===== src/rtl/assert_macros.svh =====
// Assertion macros shared by the block's modules.
`ifndef ASSERT_MACROS_SVH
`define ASSERT_MACROS_SVH

// The property must hold at every rising edge outside reset.
`define SEE_ASSERT(label, clk, rst_n, prop, msg) \
    label: assert property (@(posedge clk) disable iff (!rst_n) (prop)) else $error(msg);

// The condition must never be seen at a rising edge outside reset.
`define SEE_NEVER(label, clk, rst_n, cond, msg) \
    label: assert property (@(posedge clk) disable iff (!rst_n) !(cond)) else $error(msg);

`endif


===== src/rtl/see_pkg.sv =====
package see_pkg;

    localparam int RUN_BYTES = 4;

    typedef logic [7:0] t_byte;

    typedef struct packed {
        logic [1:0]                  last_idx;
        logic [RUN_BYTES-1:0][7:0]   seq;
        logic                        text_end;
    } t_run;

endpackage


===== src/rtl/see_front.sv =====
module see_front (
    input  logic          i_in_valid,
    input  see_pkg::t_byte i_in_byte,
    input  logic          i_text_end,
    output logic          o_in_stall,
    output logic          o_push,
    output see_pkg::t_run o_run,
    input  logic          i_full
);
    import see_pkg::*;

    localparam t_byte C_QUOTE     = 8'h22;
    localparam t_byte C_BACKSLASH = 8'h5C;
    localparam t_byte C_LF        = 8'h0A;
    localparam t_byte C_CR        = 8'h0D;
    localparam t_byte C_TAB       = 8'h09;
    localparam t_byte C_VT        = 8'h0B;
    localparam t_byte C_FF        = 8'h0C;
    localparam t_byte C_SPACE     = 8'h20;
    localparam t_byte C_CHAR_X    = 8'h78;
    localparam t_byte C_CHAR_N    = 8'h6E;
    localparam t_byte C_CHAR_R    = 8'h72;
    localparam t_byte C_CHAR_T    = 8'h74;
    localparam t_byte C_CHAR_V    = 8'h76;
    localparam t_byte C_CHAR_F    = 8'h66;
    localparam t_byte C_DIGIT_0   = 8'h30;
    localparam t_byte C_LOWER_A   = 8'h61;

    function automatic t_byte hex_digit(input logic [3:0] v);
        t_byte wide;
        wide = {4'h0, v};
        if (v < 4'd10) begin
            return C_DIGIT_0 + wide;
        end
        return C_LOWER_A + wide - 8'd10;
    endfunction

    t_run run;

    always_comb begin
        run          = '0;
        run.text_end = i_text_end;
        run.seq[0]   = C_BACKSLASH;
        run.last_idx = 2'd1;
        case (i_in_byte)
            C_QUOTE, C_BACKSLASH: run.seq[1] = i_in_byte;
            C_LF: run.seq[1] = C_CHAR_N;
            C_CR: run.seq[1] = C_CHAR_R;
            C_TAB: run.seq[1] = C_CHAR_T;
            C_VT: run.seq[1] = C_CHAR_V;
            C_FF: run.seq[1] = C_CHAR_F;
            default: begin
                if (i_in_byte < C_SPACE) begin
                    run.seq[1]   = C_CHAR_X;
                    run.seq[2]   = hex_digit(i_in_byte[7:4]);
                    run.seq[3]   = hex_digit(i_in_byte[3:0]);
                    run.last_idx = 2'd3;
                end else begin
                    run.seq[0]   = i_in_byte;
                    run.last_idx = 2'd0;
                end
            end
        endcase
    end

    assign o_run      = run;
    assign o_push     = i_in_valid;
    assign o_in_stall = i_full;

endmodule


===== src/rtl/see_fifo.sv =====
`include "assert_macros.svh"

module see_fifo #(
    parameter int WIDTH = 8,
    parameter int DEPTH = 2
) (
    input  logic             i_clk,
    input  logic             i_rst_n,
    input  logic             i_push,
    input  logic [WIDTH-1:0] i_push_data,
    output logic             o_full,
    input  logic             i_pop,
    output logic [WIDTH-1:0] o_head,
    output logic             o_empty
);
    localparam int PTR_W = $clog2(DEPTH);
    localparam int CNT_W = $clog2(DEPTH + 1);

    logic [WIDTH-1:0] r_mem [DEPTH];
    logic [PTR_W-1:0] r_wr_ptr, n_wr_ptr;
    logic [PTR_W-1:0] r_rd_ptr, n_rd_ptr;
    logic [CNT_W-1:0] r_count, n_count;
    logic             do_push, do_pop;

    assign o_full  = (r_count == CNT_W'(DEPTH));
    assign o_empty = (r_count == '0);
    assign o_head  = r_mem[r_rd_ptr];
    assign do_push = i_push && !o_full;
    assign do_pop  = i_pop && !o_empty;

    always_comb begin
        n_wr_ptr = r_wr_ptr;
        n_rd_ptr = r_rd_ptr;
        n_count  = r_count;
        if (do_push) begin
            n_wr_ptr = (r_wr_ptr == PTR_W'(DEPTH - 1)) ? '0 : PTR_W'(r_wr_ptr + 1'b1);
        end
        if (do_pop) begin
            n_rd_ptr = (r_rd_ptr == PTR_W'(DEPTH - 1)) ? '0 : PTR_W'(r_rd_ptr + 1'b1);
        end
        if (do_push && !do_pop) begin
            n_count = CNT_W'(r_count + 1'b1);
        end else if (do_pop && !do_push) begin
            n_count = CNT_W'(r_count - 1'b1);
        end
    end

    always_ff @(posedge i_clk) begin
        if (!i_rst_n) begin
            r_wr_ptr <= '0;
            r_rd_ptr <= '0;
            r_count  <= '0;
        end else begin
            r_wr_ptr <= n_wr_ptr;
            r_rd_ptr <= n_rd_ptr;
            r_count  <= n_count;
        end
    end

    always_ff @(posedge i_clk) begin
        if (do_push) begin
            r_mem[r_wr_ptr] <= i_push_data;
        end
    end

    `SEE_ASSERT(a_count_bound, i_clk, i_rst_n, r_count <= CNT_W'(DEPTH), "queue count overflow")
    `SEE_ASSERT(a_empty_ptrs, i_clk, i_rst_n, (r_count == '0) |-> (r_wr_ptr == r_rd_ptr), "empty queue with unequal pointers")
    `SEE_ASSERT(a_push_grows, i_clk, i_rst_n, (do_push && !do_pop) |=> (r_count == CNT_W'($past(r_count) + 1'b1)), "accepted item not counted")

endmodule


===== src/rtl/see_back.sv =====
`include "assert_macros.svh"

module see_back (
    input  logic           i_clk,
    input  logic           i_rst_n,
    input  see_pkg::t_run  i_head,
    input  logic           i_empty,
    output logic           o_pop,
    output logic           o_out_valid,
    input  logic           i_out_stall,
    output see_pkg::t_byte o_out_byte,
    output logic           o_run_last,
    output logic           o_text_done
);
    import see_pkg::*;

    logic       r_busy, n_busy;
    t_run       r_run, n_run;
    logic [1:0] r_idx, n_idx;
    logic       r_out_valid, n_out_valid;
    t_byte      r_out_byte, n_out_byte;
    logic       r_run_last, n_run_last;
    logic       r_text_done, n_text_done;
    logic       out_free;
    logic       last;

    assign out_free = !r_out_valid || !i_out_stall;

    always_comb begin
        n_busy      = r_busy;
        n_run       = r_run;
        n_idx       = r_idx;
        n_out_valid = r_out_valid;
        n_out_byte  = r_out_byte;
        n_run_last  = r_run_last;
        n_text_done = r_text_done;
        o_pop       = 1'b0;
        last        = 1'b0;
        if (out_free) begin
            n_out_valid = 1'b0;
            if (r_busy) begin
                last        = (r_idx == r_run.last_idx);
                n_out_byte  = r_run.seq[r_idx];
                n_run_last  = last;
                n_text_done = last && r_run.text_end;
                n_out_valid = 1'b1;
                n_idx       = 2'(r_idx + 2'd1);
                n_busy      = !last;
            end else if (!i_empty) begin
                last        = (i_head.last_idx == 2'd0);
                o_pop       = 1'b1;
                n_run       = i_head;
                n_idx       = 2'd1;
                n_out_byte  = i_head.seq[0];
                n_run_last  = last;
                n_text_done = last && i_head.text_end;
                n_out_valid = 1'b1;
                n_busy      = !last;
            end
        end
    end

    always_ff @(posedge i_clk) begin
        if (!i_rst_n) begin
            r_busy      <= 1'b0;
            r_out_valid <= 1'b0;
        end else begin
            r_busy      <= n_busy;
            r_out_valid <= n_out_valid;
        end
    end

    always_ff @(posedge i_clk) begin
        r_run       <= n_run;
        r_idx       <= n_idx;
        r_out_byte  <= n_out_byte;
        r_run_last  <= n_run_last;
        r_text_done <= n_text_done;
    end

    assign o_out_valid = r_out_valid;
    assign o_out_byte  = r_out_byte;
    assign o_run_last  = r_run_last;
    assign o_text_done = r_text_done;

    `SEE_ASSERT(a_idx_range, i_clk, i_rst_n, r_busy |-> ((r_idx != 2'd0) && (r_idx <= r_run.last_idx)), "run index out of range")
    `SEE_ASSERT(a_done_on_last, i_clk, i_rst_n, (r_out_valid && r_text_done) |-> r_run_last, "end of text away from end of run")
    `SEE_NEVER(a_pop_busy, i_clk, i_rst_n, o_pop && (r_busy || i_empty), "queue read while a run is open or nothing waits")

endmodule


===== src/rtl/string_escape_encoder.sv =====
// Channel   Handshake                   Payload
// input     i_in_valid / o_in_stall     i_in_byte, i_text_end
// output    o_out_valid / i_out_stall   o_out_byte, o_run_last, o_text_done
//
// Each input item yields one to four output bytes, one byte per cycle while i_out_stall is low.
// A plain byte yields one output byte, a named escape two and a hex escape four.
// The output register sets the pace; a short queue decouples input from output.
// An accepted item is first stored in the queue; its first byte is then registered in the output register.
// Reset is synchronous and clears the queue and the output valid flag.
// Input stall rises only while the queue is full.
module string_escape_encoder #(
    parameter int QUEUE_DEPTH = 2
) (
    input  logic       i_clk,
    input  logic       i_rst_n,
    input  logic       i_in_valid,
    output logic       o_in_stall,
    input  logic [7:0] i_in_byte,
    input  logic       i_text_end,
    output logic       o_out_valid,
    input  logic       i_out_stall,
    output logic [7:0] o_out_byte,
    output logic       o_run_last,
    output logic       o_text_done
);
    import see_pkg::*;

    localparam int RUN_W = $bits(t_run);

    t_run             push_run;
    t_run             head_run;
    logic [RUN_W-1:0] head_bits;
    logic             push;
    logic             pop;
    logic             full;
    logic             empty;

    see_front u_front (
        .i_in_valid (i_in_valid),
        .i_in_byte  (i_in_byte),
        .i_text_end (i_text_end),
        .o_in_stall (o_in_stall),
        .o_push     (push),
        .o_run      (push_run),
        .i_full     (full)
    );

    see_fifo #(
        .WIDTH (RUN_W),
        .DEPTH (QUEUE_DEPTH)
    ) u_fifo (
        .i_clk       (i_clk),
        .i_rst_n     (i_rst_n),
        .i_push      (push),
        .i_push_data (push_run),
        .o_full      (full),
        .i_pop       (pop),
        .o_head      (head_bits),
        .o_empty     (empty)
    );

    assign head_run = t_run'(head_bits);

    see_back u_back (
        .i_clk       (i_clk),
        .i_rst_n     (i_rst_n),
        .i_head      (head_run),
        .i_empty     (empty),
        .o_pop       (pop),
        .o_out_valid (o_out_valid),
        .i_out_stall (i_out_stall),
        .o_out_byte  (o_out_byte),
        .o_run_last  (o_run_last),
        .o_text_done (o_text_done)
    );

endmodule


===== config.mk =====
export PLATFORM = sky130hd
export DESIGN_NAME = string_escape_encoder
export DESIGN_NICKNAME = d
export VERILOG_FILES = /design/src/rtl/see_pkg.sv /design/src/rtl/see_front.sv /design/src/rtl/see_fifo.sv /design/src/rtl/see_back.sv /design/src/rtl/string_escape_encoder.sv
export VERILOG_INCLUDE_DIRS = /design/src /design/src/rtl
export SDC_FILE = /design/constraint.sdc
export NUM_CORES = 1
export LEC_CHECK = 0
export ABC_AREA = 0
export BUFFER_PORTS_ARGS = -buffer_cell sky130_fd_sc_hd__buf_4
export CAP_MARGIN = 20
export CORE_ASPECT_RATIO = 1.5
export CORE_UTILIZATION = 50
export CTS_CLUSTER_SIZE = 20
export DETAILED_ROUTE_END_ITERATION = 8
export PLACE_DENSITY = 0.73
export REMOVE_ABC_BUFFERS = 1
export SLEW_MARGIN = 15
export SYNTH_ARGS = -nofsm -noshare
export SYNTH_HDL_FRONTEND = slang
export SYNTH_HIERARCHICAL = 1
export SYNTH_SLANG_ARGS = --single-unit

===== constraint.sdc =====
create_clock -name i_clk -period 4.5 [get_ports i_clk]
set_input_delay 0.225 -clock i_clk [delete_from_list [all_inputs] [get_ports i_clk]]
set_output_delay 0.225 -clock i_clk [all_outputs]
set_load 0.005 [all_outputs]

Word-level counts from Yosys, hierarchy flattened
Memory sizes are Yosys's and may differ from the RTL's. A register that Yosys moved wholly into a read port is not among the register bits.
Index checks and enable logic that the tools add are counted.
Cells by class
  $add $sub $neg: 11
  multipliers: 0
  divide/modulo/power cells: 0
  order comparisons: 4
  eq/ne operators: 10
  shift-type cells: 0
  mux-type cells: 40
  bitwise logic cells: 2
  reduce and logical (&&, ||, !) cells: 22
Operators by type and width (count)
  8-bit 2-to-1 mux: 9
  8-bit one-hot mux with 6 select lines: 1
  8-bit by 4-bit == test with 1-bit output (second input constant): 5
  24-bit 2-to-1 mux: 1
  1-bit 2-to-1 mux: 22
  18-bit 2-to-1 mux: 1
  7-bit by 4-bit adder with 8-bit output (first input constant): 2
  8-bit binary-select mux with 2-bit select: 1
  8-bit by 4-bit subtractor with 8-bit output (second input constant): 2
  6-bit by 4-bit adder with 7-bit output (first input constant): 2
  2-bit 2-to-1 mux: 5
  8-bit by 6-bit == test with 1-bit output (second input constant): 1
  8-bit by 7-bit == test with 1-bit output (second input constant): 1
  1-bit zero test: 8
  4-bit < comparator (second input constant): 2
  8-bit by 6-bit < comparator with 1-bit output (second input constant): 1
  7-bit OR reduction: 1
  1-bit logical AND: 6
  2-bit by 1-bit adder with 2-bit output (second input constant): 2
  2-bit zero test: 2
  2-bit by 3-bit < comparator with 1-bit output (second input constant): 1
  3-bit AND reduction: 1
  1-bit adder (second input constant): 2
  2-bit == test: 1
  other kinds (8): 9
Word-level totals
  bits in registers: 53
  bits in latches: 0
  bits in writable memories: 70
  memory bits (read-only): 0
  bits of input ports: 13
  output and inout port bits: 12
  logic and storage cells: 105
  memories: 1
Memories
  u_fifo.r_mem: depth 2, width 35, read ports 1, clocked after Yosys merged registers in 1, write ports 1, line see_fifo.sv:19  | logic [WIDTH-1:0] r_mem [DEPTH];

Depth between registers and ports, before layout
  depth in word-level cells: 8
  mapped depth: 8
  gate-level depth less buffers: 7

Modules after synthesis
Netlist, hierarchy kept.
By module, submodules not included
  see_fifo: instances 1, cells each 134, area an instance 2757.6 sq um, sequential area each 2202.1 sq um
  see_back: instances 1, cells each 88, area an instance 1899.3 sq um, sequential area each 1451.4 sq um
  see_front: instances 1, cells each 84, area an instance 610.6 sq um, sequential area each 0.0 sq um

Least setup slack after synthesis
OpenSTA, ideal clock, no wires.
  path type: reg2reg
  start: reg u_back.r_busy
  end: reg u_fifo.r_count[1]
  setup time: 0.070 ns
  arrival: 4.490 ns
  data required time: 4.430 ns
  setup slack: -0.060 ns
  cell stages (with the launch flop): 8
  buffers on the path: 2
  clock period less this slack: 4.560 ns
  cell sequence: dfxtp_1 clkbuf_1 buf_2 nor3_1 o21ai_1 ha_1 or3_1 a21boi_1
On the way
  word-level cells in the longest chain between the ends: 6
  elaborated cells between the ends (all ways): 8
  those cells by class: mux (3); reduce/logical (5)
RTL lines
  start: declaration: line see_back.sv:17  | logic r_busy, n_busy;
  start signal: assignment: line see_back.sv:68  | r_busy <= n_busy;
  1-bit 2-to-1 mux (*): line see_back.sv:41  | if (r_busy) begin
  1-bit 2-to-1 mux (*): line see_back.sv:39  | if (out_free) begin
  via pop: line string_escape_encoder.sv:34  | logic pop;
  1-bit logical AND (*): line see_fifo.sv:29  | assign do_pop = i_pop && !o_empty;
  1-bit zero test: line see_fifo.sv:41  | if (do_push && !do_pop) begin
  1-bit logical AND: line see_fifo.sv:41
  2-bit 2-to-1 mux or 2-bit nonzero test (tied branches)
  end signal: assignment: line see_fifo.sv:56  | r_count <= n_count;
  end: declaration: line see_fifo.sv:22  | logic [CNT_W-1:0] r_count, n_count;
The timed path passes the listed nets; every way through them passes the cells marked *.
A chain may end at the register's enable or synchronous reset.

Worst setup path in the final report
Same ends and word-level chain as after synthesis.

==> metrics.yaml <==
status:
  status: "completed"
yosys:
  ys_ff_latch: 124
  synth_cell_types: 49
  synth_flop_cell: "edfxtp_1"
  ys_seq_area_share_pct: 69.4
  synth-edff-count: 117
  yosysWarnings: 6
  mappedNetlistArea_mm2: 0.00527
  syn_avg_cell_area_um2: 17.2
  ys_async_sr_fraction_pct: 0
  syn_inst: 306
cts:
  clk_latency_ns: 0.41
  cts.hold.buffers_added: 1
  cts_resized: 0
  clock_sinks: 124
  path_clk_slew_ns: 0.06
  cts_buffers: 17
  cts_tree: "done"
  htreeDepth: 4
  cts_setup_buffers: 0
  clk_path_buf_depth: 2
  cts-root-buf: "clkbuf_16"
route:
  drc: 0
  final_antenna_net_count: 0
  via_per_inst: 5.18
  vias: 2547
  drtIter0Drc: 148
  wl_um: 8430
  drt_pre_antenna_iters: 5
  wl_per_cell_um: 17.1
power_and_ir_drop:
  p_int_mw: 3.21
  p_switching_mw: 1.07
  vdd_drop_max_v: 0.000308
  cellPowerDensity_mw_per_mm2: 691
  comb_power_share_pct: 20.7
  clkPwrFrac_pct: 34.0
  p_seq_share_pct: 45.4
  leakage_nw: 2.24
  power_mw: 4.27
  sw_frac_of_total_pct: 25.0
hold_path:
  hold_class: "input pin to register"
  hold_start: "i_in_byte[7]"
  hold_depth: 1
  hold-path-endpoint: "u_fifo/r_mem[0][8]$_DFFE_PP_"
place:
  hpwlAfterDp_um: 5520
  dpl-instance-area_mm2: 0.00553
  io_buffers: 24
  gp_congestion: 0.829
  dp_cells: 459
timing:
  fin_skew_ns: 0.00563
  slew_headroom_pct: 40.1
  tightest_slew_ns: 0.897
  setup_viol: 0
  hold_viol_final: 0
  min_period_ns: 2.37
  maxSlewViolCount: 0
  max_freq_mhz: 423
  tns_ns: 0
  rsz0062_at_grt: "no"
  finalCritPeriodShare_pct: 52.6
job:
  maxCapViolCount: 0
floorplan:
  core_mm2: 0.0102
  ios: 25
  die_area_mm2: 0.0110
  die_h_um: 128
  std_cell_rows: 45
  start_util_pct: 51.7
  die_x_um: 85.8
critical_path:
  worstPathMaxFanout: 36
  crit_path_max_incr_delay_ns: 0.56
  crit_required_ns: 4.84
  r2r_end: "u_fifo/r_count[1]$_SDFFE_PN0P_"
  r2r_start: "u_back/r_busy$_SDFFE_PN0P_"
  reg2reg_setup_slack_ns: 2.13
  cp-end-kind: "register"
  ff2ff_path_depth: 6
  critPathKind: "register to register"
  path_cells: "nor3_2, buf_4, o21ai_1, ha_1, or3_1, a21boi_1"
  crit_slowest_cell: "dfxtp_1"
  cp-start-kind: "register"
  critical_path_arrival_ns: 2.71
cells_and_area:
  fillers: 714
  fin_area_mm2: 0.00618
  seqCellArea_mm2: 0.00365
  final_cells: 492
  drive_above_1_share_pct: 34.8
  final_net_count: 359
  multi_input_area_mm2: 0.00143
  areaGrowthSynthToFinish_pct: 17.4
  antenna_cells: 0
grt:
  grt_usage_pct: 17.1
  grt_pass1_wl_um: 13500
  antenna_found_initial: 0
  grt.overflow.total: 0
  grt_max_degree: 37
  grt_pass1_vias: 2760
cell type report:
class,instances,area share (%)
Multi-Input combinational cell,152,23.1
Inverter,13,0.789
Clock buffer,18,6.94
Timing Repair Buffer,30,3.68
Tap cell,141,2.85
Sequential cell,124,59.1
Clock inverter,14,3.54
layout by cell type (no fill, tap or decap), types with 3 or more instances in the layout:
cell	instances
clkinvlp_4	4
nor2_1	11
xnor2_1	4
buf_4	29
inv_1	11
mux4_2	7
mux2_2	37
a21oi_1	7
nand2_1	6
conb_1	7
bufinv_16	5
nor3_1	3
or3_1	4
o21ai_0	4
dfxtp_1	7
and2_1	6
clkinv_4	3
mux2_4	7
ha_1	8
edfxtp_1	117
and3_1	3
clkbuf_16	17
xor2_1	3
routing by layer:
metal,vias to the layer above,wire length (um),track usage (%)
li1,1222,-,-
met1,1258,3120,18.0
met2,51,4800,30.7
met3,16,255,4.51
met4,0,243,9.61
met5,-,0,0
Yosys cell counts (all sizes together) (2+ instances only):
library cell    n  area (um^2)
mux2           44          522
xnor2           4         35.0
and3            3         18.8
xor2            3         26.3
edfxtp        117         3510
nor2           12         47.6
or3             5         32.5
mux4            8          184
nor3            5         30.0
ha              8          100
a21oi           7         35.0
o21ai           5         25.0
a211oi          2         15.0
and2            6         37.5
clkbuf          2         7.51
nand2           8         35.0
a211o           2         17.5
or4             2         15.0
nand4bb         2         55.1
dfxtp           7          140
o31ai           2         28.8
inv            13         48.8
buf            21          163
nand3           2         10.0
a21boi          4         30.0
per-stage QoR:
step	hold WS (ns)	util, %	setup WS [ns]
floorplan	0.324	-	0.0702
global placement	0.422	54.1	2.16
detailed placement	0.422	54.2	2.12
CTS	0.0614	60.7	2.10
global route	0.0708	60.7	1.91
finish	0.0777	60.7	2.13
kinds of logic (layout without fill, tap and decap cells):
kind of cell	Yosys count	in the layout	share of synthesized area, %
AOI/OAI and AO/OA	28	28	3.82
xor gates and xnor gates	7	7	1.16
adders and majority gates	8	8	1.90
buffers and inverters	36	75	4.16
DFF	124	124	69.4
muxes	52	52	13.4
other	1	7	0.0712
and+or+nand+nor	50	50	6.13
critical path, delay by kind of cell (launching register included):
kind	cells	cell delay, ns
AO/OA/AOI/OAI	2	0.33
adder cells (fa/ha/maj)	1	0.36
AND/OR/NAND/NOR	2	0.62
buffers and inverters	1	0.44
flip-flops	1	0.56
flip-flops by register name, indices dropped and copies added, names as in the netlist, named ones only:
name                count
u_back/o_run_last       1
u_fifo/r_rd_ptr         1
u_fifo/r_mem           70
u_back/r_busy           1
u_back/o_text_done      1
u_back/o_out_valid      1
u_back/r_idx            2
u_back/o_out_byte       8
u_back/r_run           35
u_fifo/r_wr_ptr         1
u_fifo/r_count          2
power by group through the flow:
stage,sequential (mW),clock (mW),combinational (mW)
after floorplan,1.92,0,0.597
after global placement,1.95,0,0.860
after detailed placement,1.97,0,0.888
after CTS,1.95,1.47,0.901
after global routing,1.98,1.52,0.963
final,1.94,1.45,0.884
how the worst max path moves through the flow:
stage / start / cells after the start / to
after floorplan: u_back/r_busy$_SDFFE_PN0P_ / 5 / u_fifo/r_count[1]$_SDFFE_PN0P_
after global placement: u_back/r_busy$_SDFFE_PN0P_ / 2 / u_back/o_out_byte[4]$_DFFE_PP_
after detailed placement: u_back/r_busy$_SDFFE_PN0P_ / 6 / u_fifo/r_count[1]$_SDFFE_PN0P_
after CTS: u_back/r_busy$_SDFFE_PN0P_ / 6 / u_fifo/r_count[1]$_SDFFE_PN0P_
after global routing: u_back/r_busy$_SDFFE_PN0P_ / 6 / u_fifo/r_count[1]$_SDFFE_PN0P_
final: u_back/r_busy$_SDFFE_PN0P_ / 6 / u_fifo/r_count[1]$_SDFFE_PN0P_
Note: power is estimated with default switching activity, not from simulation.
